===== src/hw/rtl/frame_min_max_mean_with_window_average_macros.svh =====
// ----------------------------------------------------------------------------
// frame statistics assertion macros
// shared concurrent assertion forms, clocked on clk, off during reset
// ----------------------------------------------------------------------------
`ifndef FRAME_MIN_MAX_MEAN_WITH_WINDOW_AVERAGE_MACROS_SVH
`define FRAME_MIN_MAX_MEAN_WITH_WINDOW_AVERAGE_MACROS_SVH

// same-cycle implication
`define FMMWA_ASSERT(label, ante, cons, msg) \
	label: assert property (@(posedge clk) disable iff (!arst_n) (ante) |-> (cons)) \
		else $error(msg);

// next-cycle implication
`define FMMWA_ASSERT_NEXT(label, ante, cons, msg) \
	label: assert property (@(posedge clk) disable iff (!arst_n) (ante) |=> (cons)) \
		else $error(msg);

`endif


===== src/hw/rtl/fmmwa_pkg.sv =====
// ----------------------------------------------------------------------------
// fmmwa_pkg
// types and constants shared by the frame statistics block
// ----------------------------------------------------------------------------
package fmmwa_pkg;

	localparam int SAMPLE_W = 17;
	localparam int SLOT_W   = 7;
	localparam int LEN_W    = 20;
	localparam int SUM_W    = 37;
	localparam int DIV_CNT_W = $clog2(SUM_W + 1);

	localparam int ONE_INT = 65536;
	localparam logic [SAMPLE_W-1:0] ONE_Q16 = 17'h10000;
	localparam logic [LEN_W-1:0] LEN_RESET = 20'd1024;

	localparam int HISTORY_SLOTS_DEF = 64;
	localparam int WINDOW_FIRST_DEF  = 33;
	localparam int WINDOW_SIZE_DEF   = 32;

	typedef struct packed {
		logic [SAMPLE_W-1:0] sample;
		logic [SLOT_W-1:0]   frame_slot;
	} in_item_t;

	typedef struct packed {
		logic [SAMPLE_W-1:0] frame_mean;
		logic [SAMPLE_W-1:0] frame_min;
		logic [SAMPLE_W-1:0] frame_max;
		logic [SAMPLE_W-1:0] window_avg_mean;
		logic [SAMPLE_W-1:0] window_avg_min;
		logic [SAMPLE_W-1:0] window_avg_max;
	} out_item_t;

	typedef struct packed {
		logic             start;
		logic [SUM_W-1:0] dividend;
		logic [LEN_W-1:0] divisor;
	} div_req_t;

	typedef struct packed {
		logic             busy;
		logic             done;
		logic [SUM_W-1:0] quotient;
	} div_rsp_t;

endpackage


===== src/hw/rtl/fmmwa_div.sv =====
// ----------------------------------------------------------------------------
// fmmwa_div
// restoring divider, one quotient bit per cycle, SUM_W quotient bits per request
// ----------------------------------------------------------------------------
`include "frame_min_max_mean_with_window_average_macros.svh"

module fmmwa_div (
	input  logic                clk,
	input  logic                arst_n,
	input  fmmwa_pkg::div_req_t req,
	output fmmwa_pkg::div_rsp_t rsp
);
	import fmmwa_pkg::*;

	logic                 busy_q;
	logic                 done_q;
	logic [DIV_CNT_W-1:0] cnt_q;
	logic [SUM_W-1:0]     dvd_q;
	logic [LEN_W-1:0]     rem_q;
	logic [LEN_W-1:0]     dvs_q;

	logic [LEN_W:0]   trial;
	logic             ge;
	logic [LEN_W-1:0] rem_nx;

	assign trial  = {rem_q, dvd_q[SUM_W-1]};
	assign ge     = trial >= {1'b0, dvs_q};
	// when ge the difference is below the divisor, so it fits
	assign rem_nx = ge ? LEN_W'(trial - {1'b0, dvs_q}) : trial[LEN_W-1:0];

	always_ff @(posedge clk or negedge arst_n) begin
		if (!arst_n) begin
			busy_q <= 1'b0;
			done_q <= 1'b0;
			cnt_q  <= '0;
		end else begin
			done_q <= 1'b0;
			if (req.start) begin
				busy_q <= 1'b1;
				cnt_q  <= DIV_CNT_W'(SUM_W);
			end else if (busy_q) begin
				cnt_q <= cnt_q - DIV_CNT_W'(1);
				if (cnt_q == DIV_CNT_W'(1)) begin
					busy_q <= 1'b0;
					done_q <= 1'b1;
				end
			end
		end
	end

	// quotient bits shift in from the bottom as dividend bits leave the top
	always_ff @(posedge clk) begin
		if (req.start) begin
			dvd_q <= req.dividend;
			dvs_q <= req.divisor;
			rem_q <= '0;
		end else if (busy_q) begin
			dvd_q <= {dvd_q[SUM_W-2:0], ge};
			rem_q <= rem_nx;
		end
	end

	assign rsp.busy     = busy_q;
	assign rsp.done     = done_q;
	assign rsp.quotient = dvd_q;

	`FMMWA_ASSERT(a_start_when_free, req.start, !busy_q, "divider started while busy")
	`FMMWA_ASSERT_NEXT(a_start_goes_busy, req.start, busy_q, "divider did not go busy")
	`FMMWA_ASSERT(a_done_at_end, done_q, !busy_q && cnt_q == '0, "divider done too early")

endmodule


===== src/hw/rtl/frame_min_max_mean_with_window_average.sv =====
// ----------------------------------------------------------------------------
// frame_min_max_mean_with_window_average
// per-frame min, max and mean of luminance samples with a history window
// ----------------------------------------------------------------------------
// Samples are taken one per cycle unless a frame end is held. The sample
// that ends a frame hands the frame's sum, min, max and slot to a
// statistics job and the next frame starts accumulating at once. The job
// divides the sum by the frame length in a 37-step restoring divider, then
// does a read-modify-write of the history memory and of the running window
// sums. The window averages come from the sums by a constant reciprocal
// multiply while the result register loads. Samples of the next frame are
// taken while the job runs. A frame end that arrives while the job still
// runs, or while its result still waits for the receiver, is held until
// the job is free. History is one memory with per-slot valid bits cleared
// at reset; an unwritten slot reads as zero.
// ----------------------------------------------------------------------------
`include "frame_min_max_mean_with_window_average_macros.svh"

module frame_min_max_mean_with_window_average #(
	parameter int HISTORY_SLOTS = fmmwa_pkg::HISTORY_SLOTS_DEF,
	parameter int WINDOW_FIRST  = fmmwa_pkg::WINDOW_FIRST_DEF,
	parameter int WINDOW_SIZE   = fmmwa_pkg::WINDOW_SIZE_DEF
) (
	input  logic                           clk,
	input  logic                           arst_n,
	input  logic                           sample_valid,
	output logic                           sample_ready,
	input  fmmwa_pkg::in_item_t            sample_data,
	output logic                           result_valid,
	input  logic                           result_ready,
	output fmmwa_pkg::out_item_t           result_data,
	input  logic                           cfg_we,
	input  logic [fmmwa_pkg::LEN_W-1:0]    cfg_wdata
);
	import fmmwa_pkg::*;

	localparam int IDX_W  = $clog2(HISTORY_SLOTS);
	localparam int WSUM_W = $clog2(WINDOW_SIZE * ONE_INT + 1);
	localparam int WORD_W = 3 * SAMPLE_W;

	// floor(x / WINDOW_SIZE) == (x * RECIP_M) >> RECIP_SH for every x below 2**WSUM_W
	localparam int RECIP_SH = WSUM_W + $clog2(WINDOW_SIZE);
	localparam int RECIP_W  = WSUM_W + 2;
	localparam int PROD_W   = WSUM_W + RECIP_W;
	localparam logic [RECIP_W-1:0] RECIP_M = RECIP_W'(((longint'(1) << RECIP_SH)
		+ longint'(WINDOW_SIZE) - longint'(1)) / longint'(WINDOW_SIZE));

	typedef enum logic [4:0] {
		ST_IDLE     = 5'b00001,
		ST_DIV_MEAN = 5'b00010,
		ST_READ     = 5'b00100,
		ST_UPDATE   = 5'b01000,
		ST_OUT      = 5'b10000
	} state_t;

	state_t state_q;

	// frame accumulation
	logic [LEN_W-1:0]    len_q;
	logic [SUM_W-1:0]    sum_q;
	logic [SAMPLE_W-1:0] min_q;
	logic [SAMPLE_W-1:0] max_q;
	logic [LEN_W-1:0]    cnt_q;

	logic [SAMPLE_W-1:0] s_sat;
	logic [SUM_W-1:0]    sum_nx;
	logic [SAMPLE_W-1:0] min_nx;
	logic [SAMPLE_W-1:0] max_nx;
	logic [LEN_W-1:0]    cnt_nx;
	logic [LEN_W-1:0]    len_eff;
	logic                frame_end;
	logic                take;

	assign s_sat     = (sample_data.sample > ONE_Q16) ? ONE_Q16 : sample_data.sample;
	assign sum_nx    = sum_q + SUM_W'(s_sat);
	assign max_nx    = (s_sat > max_q) ? s_sat : max_q;
	assign min_nx    = (s_sat != '0 && s_sat < min_q) ? s_sat : min_q;
	assign cnt_nx    = cnt_q + LEN_W'(1);
	assign len_eff   = (len_q == '0) ? LEN_W'(1) : len_q;
	assign frame_end = (cnt_nx == '0) || (cnt_nx >= len_eff);

	// a frame end waits for the statistics job to be free
	assign sample_ready = !frame_end || state_q == ST_IDLE;
	assign take         = sample_valid && sample_ready;

	always_ff @(posedge clk or negedge arst_n) begin
		if (!arst_n) begin
			len_q <= LEN_RESET;
			sum_q <= '0;
			min_q <= ONE_Q16;
			max_q <= '0;
			cnt_q <= '0;
		end else begin
			if (cfg_we) begin
				len_q <= cfg_wdata;
			end
			if (take) begin
				if (frame_end) begin
					sum_q <= '0;
					min_q <= ONE_Q16;
					max_q <= '0;
					cnt_q <= '0;
				end else begin
					sum_q <= sum_nx;
					min_q <= min_nx;
					max_q <= max_nx;
					cnt_q <= cnt_nx;
				end
			end
		end
	end

	// statistics job
	logic [SAMPLE_W-1:0] jmin_q;
	logic [SAMPLE_W-1:0] jmax_q;
	logic [SLOT_W-1:0]   jslot_q;
	logic [SAMPLE_W-1:0] mean_q;
	logic [WSUM_W-1:0]   wsum_q [3];
	logic [PROD_W-1:0]   wprod [3];
	logic [SAMPLE_W-1:0] wavg [3];

	always_ff @(posedge clk) begin
		if (take && frame_end) begin
			jmin_q  <= min_nx;
			jmax_q  <= max_nx;
			jslot_q <= sample_data.frame_slot;
		end
	end

	div_req_t div_req;
	div_rsp_t div_rsp;

	always_comb begin
		div_req.start    = take && frame_end;
		div_req.dividend = sum_nx;
		div_req.divisor  = len_eff;
	end

	fmmwa_div u_div (
		.clk    (clk),
		.arst_n (arst_n),
		.req    (div_req),
		.rsp    (div_rsp)
	);

	// history memory: {mean, min, max} per slot
	logic [WORD_W-1:0]        hist_mem [HISTORY_SLOTS];
	logic [HISTORY_SLOTS-1:0] hvalid_q;
	logic [WORD_W-1:0]        rd_q;
	logic [WORD_W-1:0]        old_word;
	logic [IDX_W-1:0]         widx;
	logic                     slot_ok;
	logic                     in_win;
	logic                     wr_en;

	assign slot_ok  = jslot_q != '0 && 32'(jslot_q) <= HISTORY_SLOTS;
	assign in_win   = 32'(jslot_q) >= WINDOW_FIRST && 32'(jslot_q) < WINDOW_FIRST + WINDOW_SIZE;
	assign widx     = IDX_W'(32'(jslot_q) - 32'd1);
	assign wr_en    = state_q == ST_UPDATE && slot_ok;
	assign old_word = hvalid_q[widx] ? rd_q : '0;

	always_ff @(posedge clk) begin
		if (state_q == ST_READ) begin
			rd_q <= hist_mem[widx];
		end
		if (wr_en) begin
			hist_mem[widx] <= {mean_q, jmin_q, jmax_q};
		end
	end

	always_ff @(posedge clk or negedge arst_n) begin
		if (!arst_n) begin
			hvalid_q <= '0;
		end else if (wr_en) begin
			hvalid_q[widx] <= 1'b1;
		end
	end

	// running window sums, old slot value out and new one in
	always_ff @(posedge clk or negedge arst_n) begin
		if (!arst_n) begin
			wsum_q[0] <= '0;
			wsum_q[1] <= '0;
			wsum_q[2] <= '0;
		end else if (wr_en && in_win) begin
			wsum_q[0] <= wsum_q[0] - WSUM_W'(old_word[WORD_W-1 -: SAMPLE_W])
				+ WSUM_W'(mean_q);
			wsum_q[1] <= wsum_q[1] - WSUM_W'(old_word[2*SAMPLE_W-1 -: SAMPLE_W])
				+ WSUM_W'(jmin_q);
			wsum_q[2] <= wsum_q[2] - WSUM_W'(old_word[SAMPLE_W-1:0])
				+ WSUM_W'(jmax_q);
		end
	end

	always_comb begin
		for (int k = 0; k < 3; k++) begin
			wprod[k] = PROD_W'(wsum_q[k]) * PROD_W'(RECIP_M);
			wavg[k]  = wprod[k][RECIP_SH +: SAMPLE_W];
		end
	end

	// result register
	logic      result_valid_q;
	out_item_t result_data_q;
	logic      out_load;
	logic      out_in_range;

	assign out_load = state_q == ST_OUT && (!result_valid_q || result_ready);

	always_ff @(posedge clk or negedge arst_n) begin
		if (!arst_n) begin
			result_valid_q <= 1'b0;
		end else if (out_load) begin
			result_valid_q <= 1'b1;
		end else if (result_ready) begin
			result_valid_q <= 1'b0;
		end
	end

	always_ff @(posedge clk) begin
		if (out_load) begin
			result_data_q.frame_mean      <= mean_q;
			result_data_q.frame_min       <= jmin_q;
			result_data_q.frame_max       <= jmax_q;
			result_data_q.window_avg_mean <= wavg[0];
			result_data_q.window_avg_min  <= wavg[1];
			result_data_q.window_avg_max  <= wavg[2];
		end
	end

	assign result_valid = result_valid_q;
	assign result_data  = result_data_q;

	// the mean is cut to 32 bits before it saturates at one
	always_ff @(posedge clk) begin
		if (state_q == ST_DIV_MEAN && div_rsp.done) begin
			mean_q <= (div_rsp.quotient[31:0] > 32'(ONE_Q16)) ? ONE_Q16
				: div_rsp.quotient[SAMPLE_W-1:0];
		end
	end

	always_ff @(posedge clk or negedge arst_n) begin
		if (!arst_n) begin
			state_q <= ST_IDLE;
		end else begin
			unique case (state_q)
				ST_IDLE: begin
					if (take && frame_end) begin
						state_q <= ST_DIV_MEAN;
					end
				end
				ST_DIV_MEAN: begin
					if (div_rsp.done) begin
						state_q <= ST_READ;
					end
				end
				ST_READ: begin
					state_q <= ST_UPDATE;
				end
				ST_UPDATE: begin
					state_q <= ST_OUT;
				end
				ST_OUT: begin
					if (out_load) begin
						state_q <= ST_IDLE;
					end
				end
				default: begin
					state_q <= ST_IDLE;
				end
			endcase
		end
	end

	assign out_in_range = result_data_q.window_avg_mean <= ONE_Q16
		&& result_data_q.window_avg_min <= ONE_Q16
		&& result_data_q.window_avg_max <= ONE_Q16;

	`FMMWA_ASSERT(a_frame_end_when_free, take && frame_end, state_q == ST_IDLE, "frame end busy")
	`FMMWA_ASSERT(a_div_done_expected, div_rsp.done, state_q == ST_DIV_MEAN, "stray divider result")
	`FMMWA_ASSERT_NEXT(a_out_loaded, out_load, result_valid_q && state_q == ST_IDLE, "result not loaded")
	`FMMWA_ASSERT(a_window_in_range, result_valid_q, out_in_range, "window average above one")

endmodule


===== config.mk =====
export PLATFORM = sky130hd
export DESIGN_NAME = frame_min_max_mean_with_window_average
export DESIGN_NICKNAME = d
export VERILOG_FILES = /design/src/hw/rtl/fmmwa_pkg.sv /design/src/hw/rtl/fmmwa_div.sv /design/src/hw/rtl/frame_min_max_mean_with_window_average.sv
export VERILOG_INCLUDE_DIRS = /design/src /design/src/hw/rtl
export SDC_FILE = /design/constraint.sdc
export NUM_CORES = 2
export LEC_CHECK = 0
export BUFFER_PORTS_ARGS = -buffer_cell sky130_fd_sc_hd__buf_2
export CORE_MARGIN = 4
export CORE_UTILIZATION = 57
export CTS_BUF_LIST = sky130_fd_sc_hd__clkbuf_8 sky130_fd_sc_hd__clkbuf_16
export CTS_CLUSTER_SIZE = 28
export DETAILED_ROUTE_END_ITERATION = 12
export PLACE_DENSITY_LB_ADDON = 0.15
export SLEW_MARGIN = 5
export SYNTH_ARGS = -nofsm -noshare
export SYNTH_HDL_FRONTEND = slang
export SYNTH_SLANG_ARGS = --single-unit

===== constraint.sdc =====
create_clock -name clk -period 5.9 [get_ports clk]
set_input_delay 1.18 -clock clk [delete_from_list [all_inputs] [get_ports clk]]
set_output_delay 1.18 -clock clk [all_outputs]
set_load 0.01 [all_outputs]

==> results.md <==
Synthesis:
- The top cell type by total area after synthesis is edfxtp_1.
- Counting flops with an async set or reset pin after synthesis yields a share of 0.06698.
- Summing every instance area after synthesis gives 0.1461 mm^2.
- The primary flip-flop cell chosen by synthesis mapping is edfxtp_1.
- The number of cells produced by synthesis is 8,880.
- The share of the Yosys chip area taken by registers is 0.7722.
- The net count of the mapped netlist is 9,145.
- The area share of the leading cell type in the synthesized netlist is 0.7257.
- Counting flops with a built-in enable in the synthesized netlist gives 3,532.
- The number of synthesized register bits is 3,807.
- Yosys printed 0 warnings.
- A synthesized cell averages 16.46 um^2.
- The number of distinct library cells after synthesis is 83.
- Ranked by total cell area, the synthesized netlist is headed by edfxtp_1 73%, a22oi_1 5.2%, dfrtp_1 4.3%.

Timing:
- The final hold violation count is 0.
- Setup violations remaining at the end of the flow were counted as 0.
- Hold timing on the final database bottoms out at a slack of 0.1714 ns.
- Of the available clock period, the critical path in the final layout requires 0.9599.
- The clock arrives with 0.09441 ns of skew.
- Setup repair after global routing left no endpoint under its margin.
- The transition at the pin with the smallest max-transition slack is 1.382 ns.
- The final number of max-transition violations is 0.
- In this run the tightest slew margin relative to its limit is 0.07047.
- The maximum operating frequency is 0.1766 GHz.
- Subtracting the final worst setup slack from the clock period gives 5.663 ns.

Hold path:
- The kind of path behind the tightest hold check is primary input to async pin.

Clock tree:
- TritonCTS created 389 clock buffers.
- The post-cts hold buffer count is 0.
- The clock-pin transition on the worst setup and hold timing paths is 0.06 ns.
- The root cell of the clock tree is clkbuf_16.
- The largest buffer count on any clock path is 4.
- The TritonCTS clock tree is done.
- The H-tree generated during clock tree synthesis spans 5 levels.
- The clock latency reported for the late side of the worst-skew pair is 1.01 ns.
- The clock sink count is 3,807.

Worst setup path:
- Walking the worst path, the cells encountered are ha_2 > and4_4 > and3_1 > xnor2_1 > inv_1 > ha_1 > a2111oi_2 > and3_1 > o21ai_0 > a31o_2 > a31oi_2 > a31o_2 > buf_2.
- The required time reported for the critical path endpoint is 4.72 ns.
- STA classifies the critical path startpoint as a register.
- For this run, the slowest stage of the critical path takes 0.51 ns.
- For flop-to-flop paths, the worst setup slack is 0.27 ns.
- Among all stages on the critical path, the largest delay is contributed by dfrtp_1.
- In this run the worst path has a maximum fanout of 8.
- In this run the worst setup path terminates at sample_ready.
- The worst endpoint data arrival time is 4.48 ns.
- The destination of the worst register-to-register timing path is wsum_q[21].
- The critical path crosses 13 cells after its start point.
- The cell type group with the largest total delay on the critical path is compound AO/OA/AOI/OAI gates.
- The worst setup path is captured at a primary output.
- The type of the setup path with the least slack is register to primary output.
- Tracing the worst setup path back leads to its startpoint at cnt_q[0].
- The worst reg-to-reg path cell count is 26.
- The origin of the critical flop-to-flop path is jslot_q[1].
- Counting both buffers and inverters, the worst setup path holds a total of 2.

Floorplan:
- The core outline area is 0.2546 mm^2.
- The die width is 514.4 um.
- The I/O pin count is 153.
- The effective utilization at floorplan is 0.5740.
- The initialized floorplan defines 185 standard-cell rows.
- The die outline area is 0.2646 mm^2.
- From bottom edge to top edge, the die measures 514.4 um.

Layout:
- The final design area excluding fillers is 0.1667 mm^2.
- The area growth from synthesis to layout is 14.06%.
- In the layout the commonest cells are 3,532 x edfxtp_1, 1,017 x a22oi_1, 426 x inv_1, 394 x clkbuf_16, 386 x buf_4.
- The sequential cell area in the final layout is 0.1128 mm^2.
- The library cell used most frequently in the layout, excluding fill and tap cells, is edfxtp_1.
- In the final layout, the share of cells above drive strength 1 is 0.1434.
- The final layout contains 9,611 nets.
- The multi-input gate area in the final layout is 0.03080 mm^2.
- The count of cells in the finished layout, fillers not included, comes to 13,040.
- After filler insertion, the fill cell instance count of the layout stands at 17,470.

Routing:
- The DRC violation total after the first TritonRoute iteration is 15,680.
- The via-per-instance ratio is 7.006.
- The total number of vias is 91,350.
- The number of search-and-repair iterations in the first detailed-routing pass is 8.
- In the final routed layout, each cell accounts on average for 36.54 um.
- The count of nets left with antenna violations once routing finished came out at 0.
- The number of DRC violations after detailed routing is 0.
- The final wirelength is 476.4 mm.

Global route:
- The total grt overflow is 0.
- The initial antenna violation count is 45.
- The first-pass GRT wire length is 662.1 mm.
- The via count of the first global-routing pass was 86,200.
- Entering global routing, the biggest net connects 129 pins.
- Across every metal layer, demand over resource in global routing totals 0.3560.

Placed design:
- Once detailed placement completed, the half-perimeter wirelength came to 269.7 mm.
- The post-placement cell area is 0.1540 mm^2.
- The number of cells after detailed placement is 12,320.
- The count of buffers added on input and output ports is 152.
- The final RePlAce weighted congestion is 0.9171.

Power and ir drop:
- Internal power comes to 49.37 mW.
- The part of the power in the clock network is 0.349.
- Of the total power, registers draw 0.457.
- The net switching fraction of the power is 0.2816.
- The static leakage is 55.78 nW.
- IR analysis of the VDD net gives a maximum drop of 359.9 uV.
- The power density normalized to cell area is 412.3 mW/mm^2.
- The part of the total power dissipated in combinational logic is 0.194.
- The overall power after layout is 68.73 mW.
- The switching power is 19.36 mW.

Job:
- Across the run, the number of max-cap violations was 0.

Status:
- The flow ran to the end, and the final reports show no timing, DRC or antenna violations.
==> power groups by stage <==
stage               logic (mW)  registers [mW]  clock network, mW
CTS                       12.9            31.3               24.1
global route              14.3            31.4               25.3
global placement          12.7            31.9                  0
floorplan                 7.58            32.1                  0
detailed placement        12.8            31.9                  0
finish                    13.3            31.4               24.0
==> worst min path at each step <==
stage	from	endpoint	slack (ns)	cells after the start
floorplan	wsum_q[21]	result_data[16]	0.42	0
global placement	wsum_q[7]	result_data[2]	0.45	0
detailed placement	wsum_q[7]	result_data[2]	0.45	0
CTS	arst_n	wsum_q[52]	0.14	1
global route	arst_n	wsum_q[54]	0.19	1
finish	arst_n	wsum_q[54]	0.17	1
==> registers in the layout, summed over array words and instances (netlist names), 20 cells and up <==
register     cells
u_div.rem_q     20
hist_mem      3264
hvalid_q        64
cnt_q           20
sum_q           37
rd_q            51
wsum_q          66
u_div.dvs_q     20
u_div.dvd_q     37
len_q           20
result_data    102
==> Yosys cell counts (77+ instances only) <==
| library cell | number |
|---|---|
| a21oi_1 | 203 |
| a221oi_1 | 310 |
| a22o_1 | 326 |
| a22oi_1 | 1017 |
| a31oi_1 | 295 |
| and2_1 | 77 |
| buf_1 | 90 |
| clkbuf_1 | 376 |
| dfrtp_1 | 252 |
| edfxtp_1 | 3532 |
| ha_1 | 163 |
| inv_1 | 343 |
| nand2_1 | 285 |
| nand3_1 | 139 |
| nand4_1 | 157 |
| nor2_1 | 211 |
| o21ai_0 | 242 |
==> cell type report <==
type	count	area share
Multi-Input combinational cell	4193	0.1848
Timing Repair Buffer	611	0.03072
Inverter	344	0.007777
Clock buffer	397	0.05940
Antenna cell	22	0.0003303
Tap cell	3366	0.02527
Sequential cell	3807	0.6770
Clock inverter	299	0.01472
==> worst register-to-register path, stage by stage, from the launching register on <==
cell	delay, ns
edfxtp_1	0.36
inv_1	0.08
ha_4	0.20
xor2_2	0.17
buf_4	0.18
nand3_1	0.08
buf_4	0.18
o22ai_1	0.10
or4_1	0.48
a21oi_1	0.16
nand4_1	0.23
buf_6	0.23
inv_4	0.10
buf_12	0.15
and2_1	0.16
fa_1	0.42
inv_1	0.10
ha_1	0.25
a211o_1	0.30
a2111oi_2	0.30
nor2_1	0.17
a21oi_2	0.22
o21ai_0	0.19
a2111oi_0	0.38
or3_1	0.17
o21bai_1	0.10
nand3_1	0.08
==> cells by family (layout without fill, tap and decap cells) <==
logic type               count (synthesis)  in the layout  synth area share
flip-flops                            3807           3807            0.7722
AO/OA/AOI/OAI                         2655           2655            0.1321
AND/OR/NAND/NOR                       1140           1140           0.03959
buffers and inverters                  880           1651           0.02350
adder cells (fa/ha/maj)                216            216           0.02122
XOR/XNOR                               140            140          0.008390
multiplexers                            42             42          0.002988
other                                    0             22                 0
==> per-layer routing <==
| metal | vias to the layer above | track usage | share of wire | wire, um |
|---|---|---|---|---|
| met1 | 46190 | 0.5022 | 0.37 | 175500 |
| met2 | 6997 | 0.5148 | 0.43 | 207000 |
| met4 | 16 | 0.1456 | 0.048 | 22790 |
| met3 | 1235 | 0.1176 | 0.15 | 70950 |
| li1 | 36900 | - | - | - |
| met5 | - | 0.002009 | 0.00036 | 172 |
==> through the flow <==
step	utilization	worst slack, ns	setup TNS, ns
2_1_floorplan	-	0.07014	0
4_1_cts	0.6536	-0.03824	-0.03824
6_report	0.6546	0.2369	0
3_5_place_dp	0.6049	-0.4099	-1.617
5_1_grt	0.6544	0.002075	0
3_3_place_gp	0.6049	-0.4271	-2.130
==> timing repair <==
item                       4_1_cts  5_1_grt
buffers inserted                 0        3
resized for setup               18       38
pin swaps                        1       14
setup endpoints to repair       14       22
(Power assumes the default switching activity.)
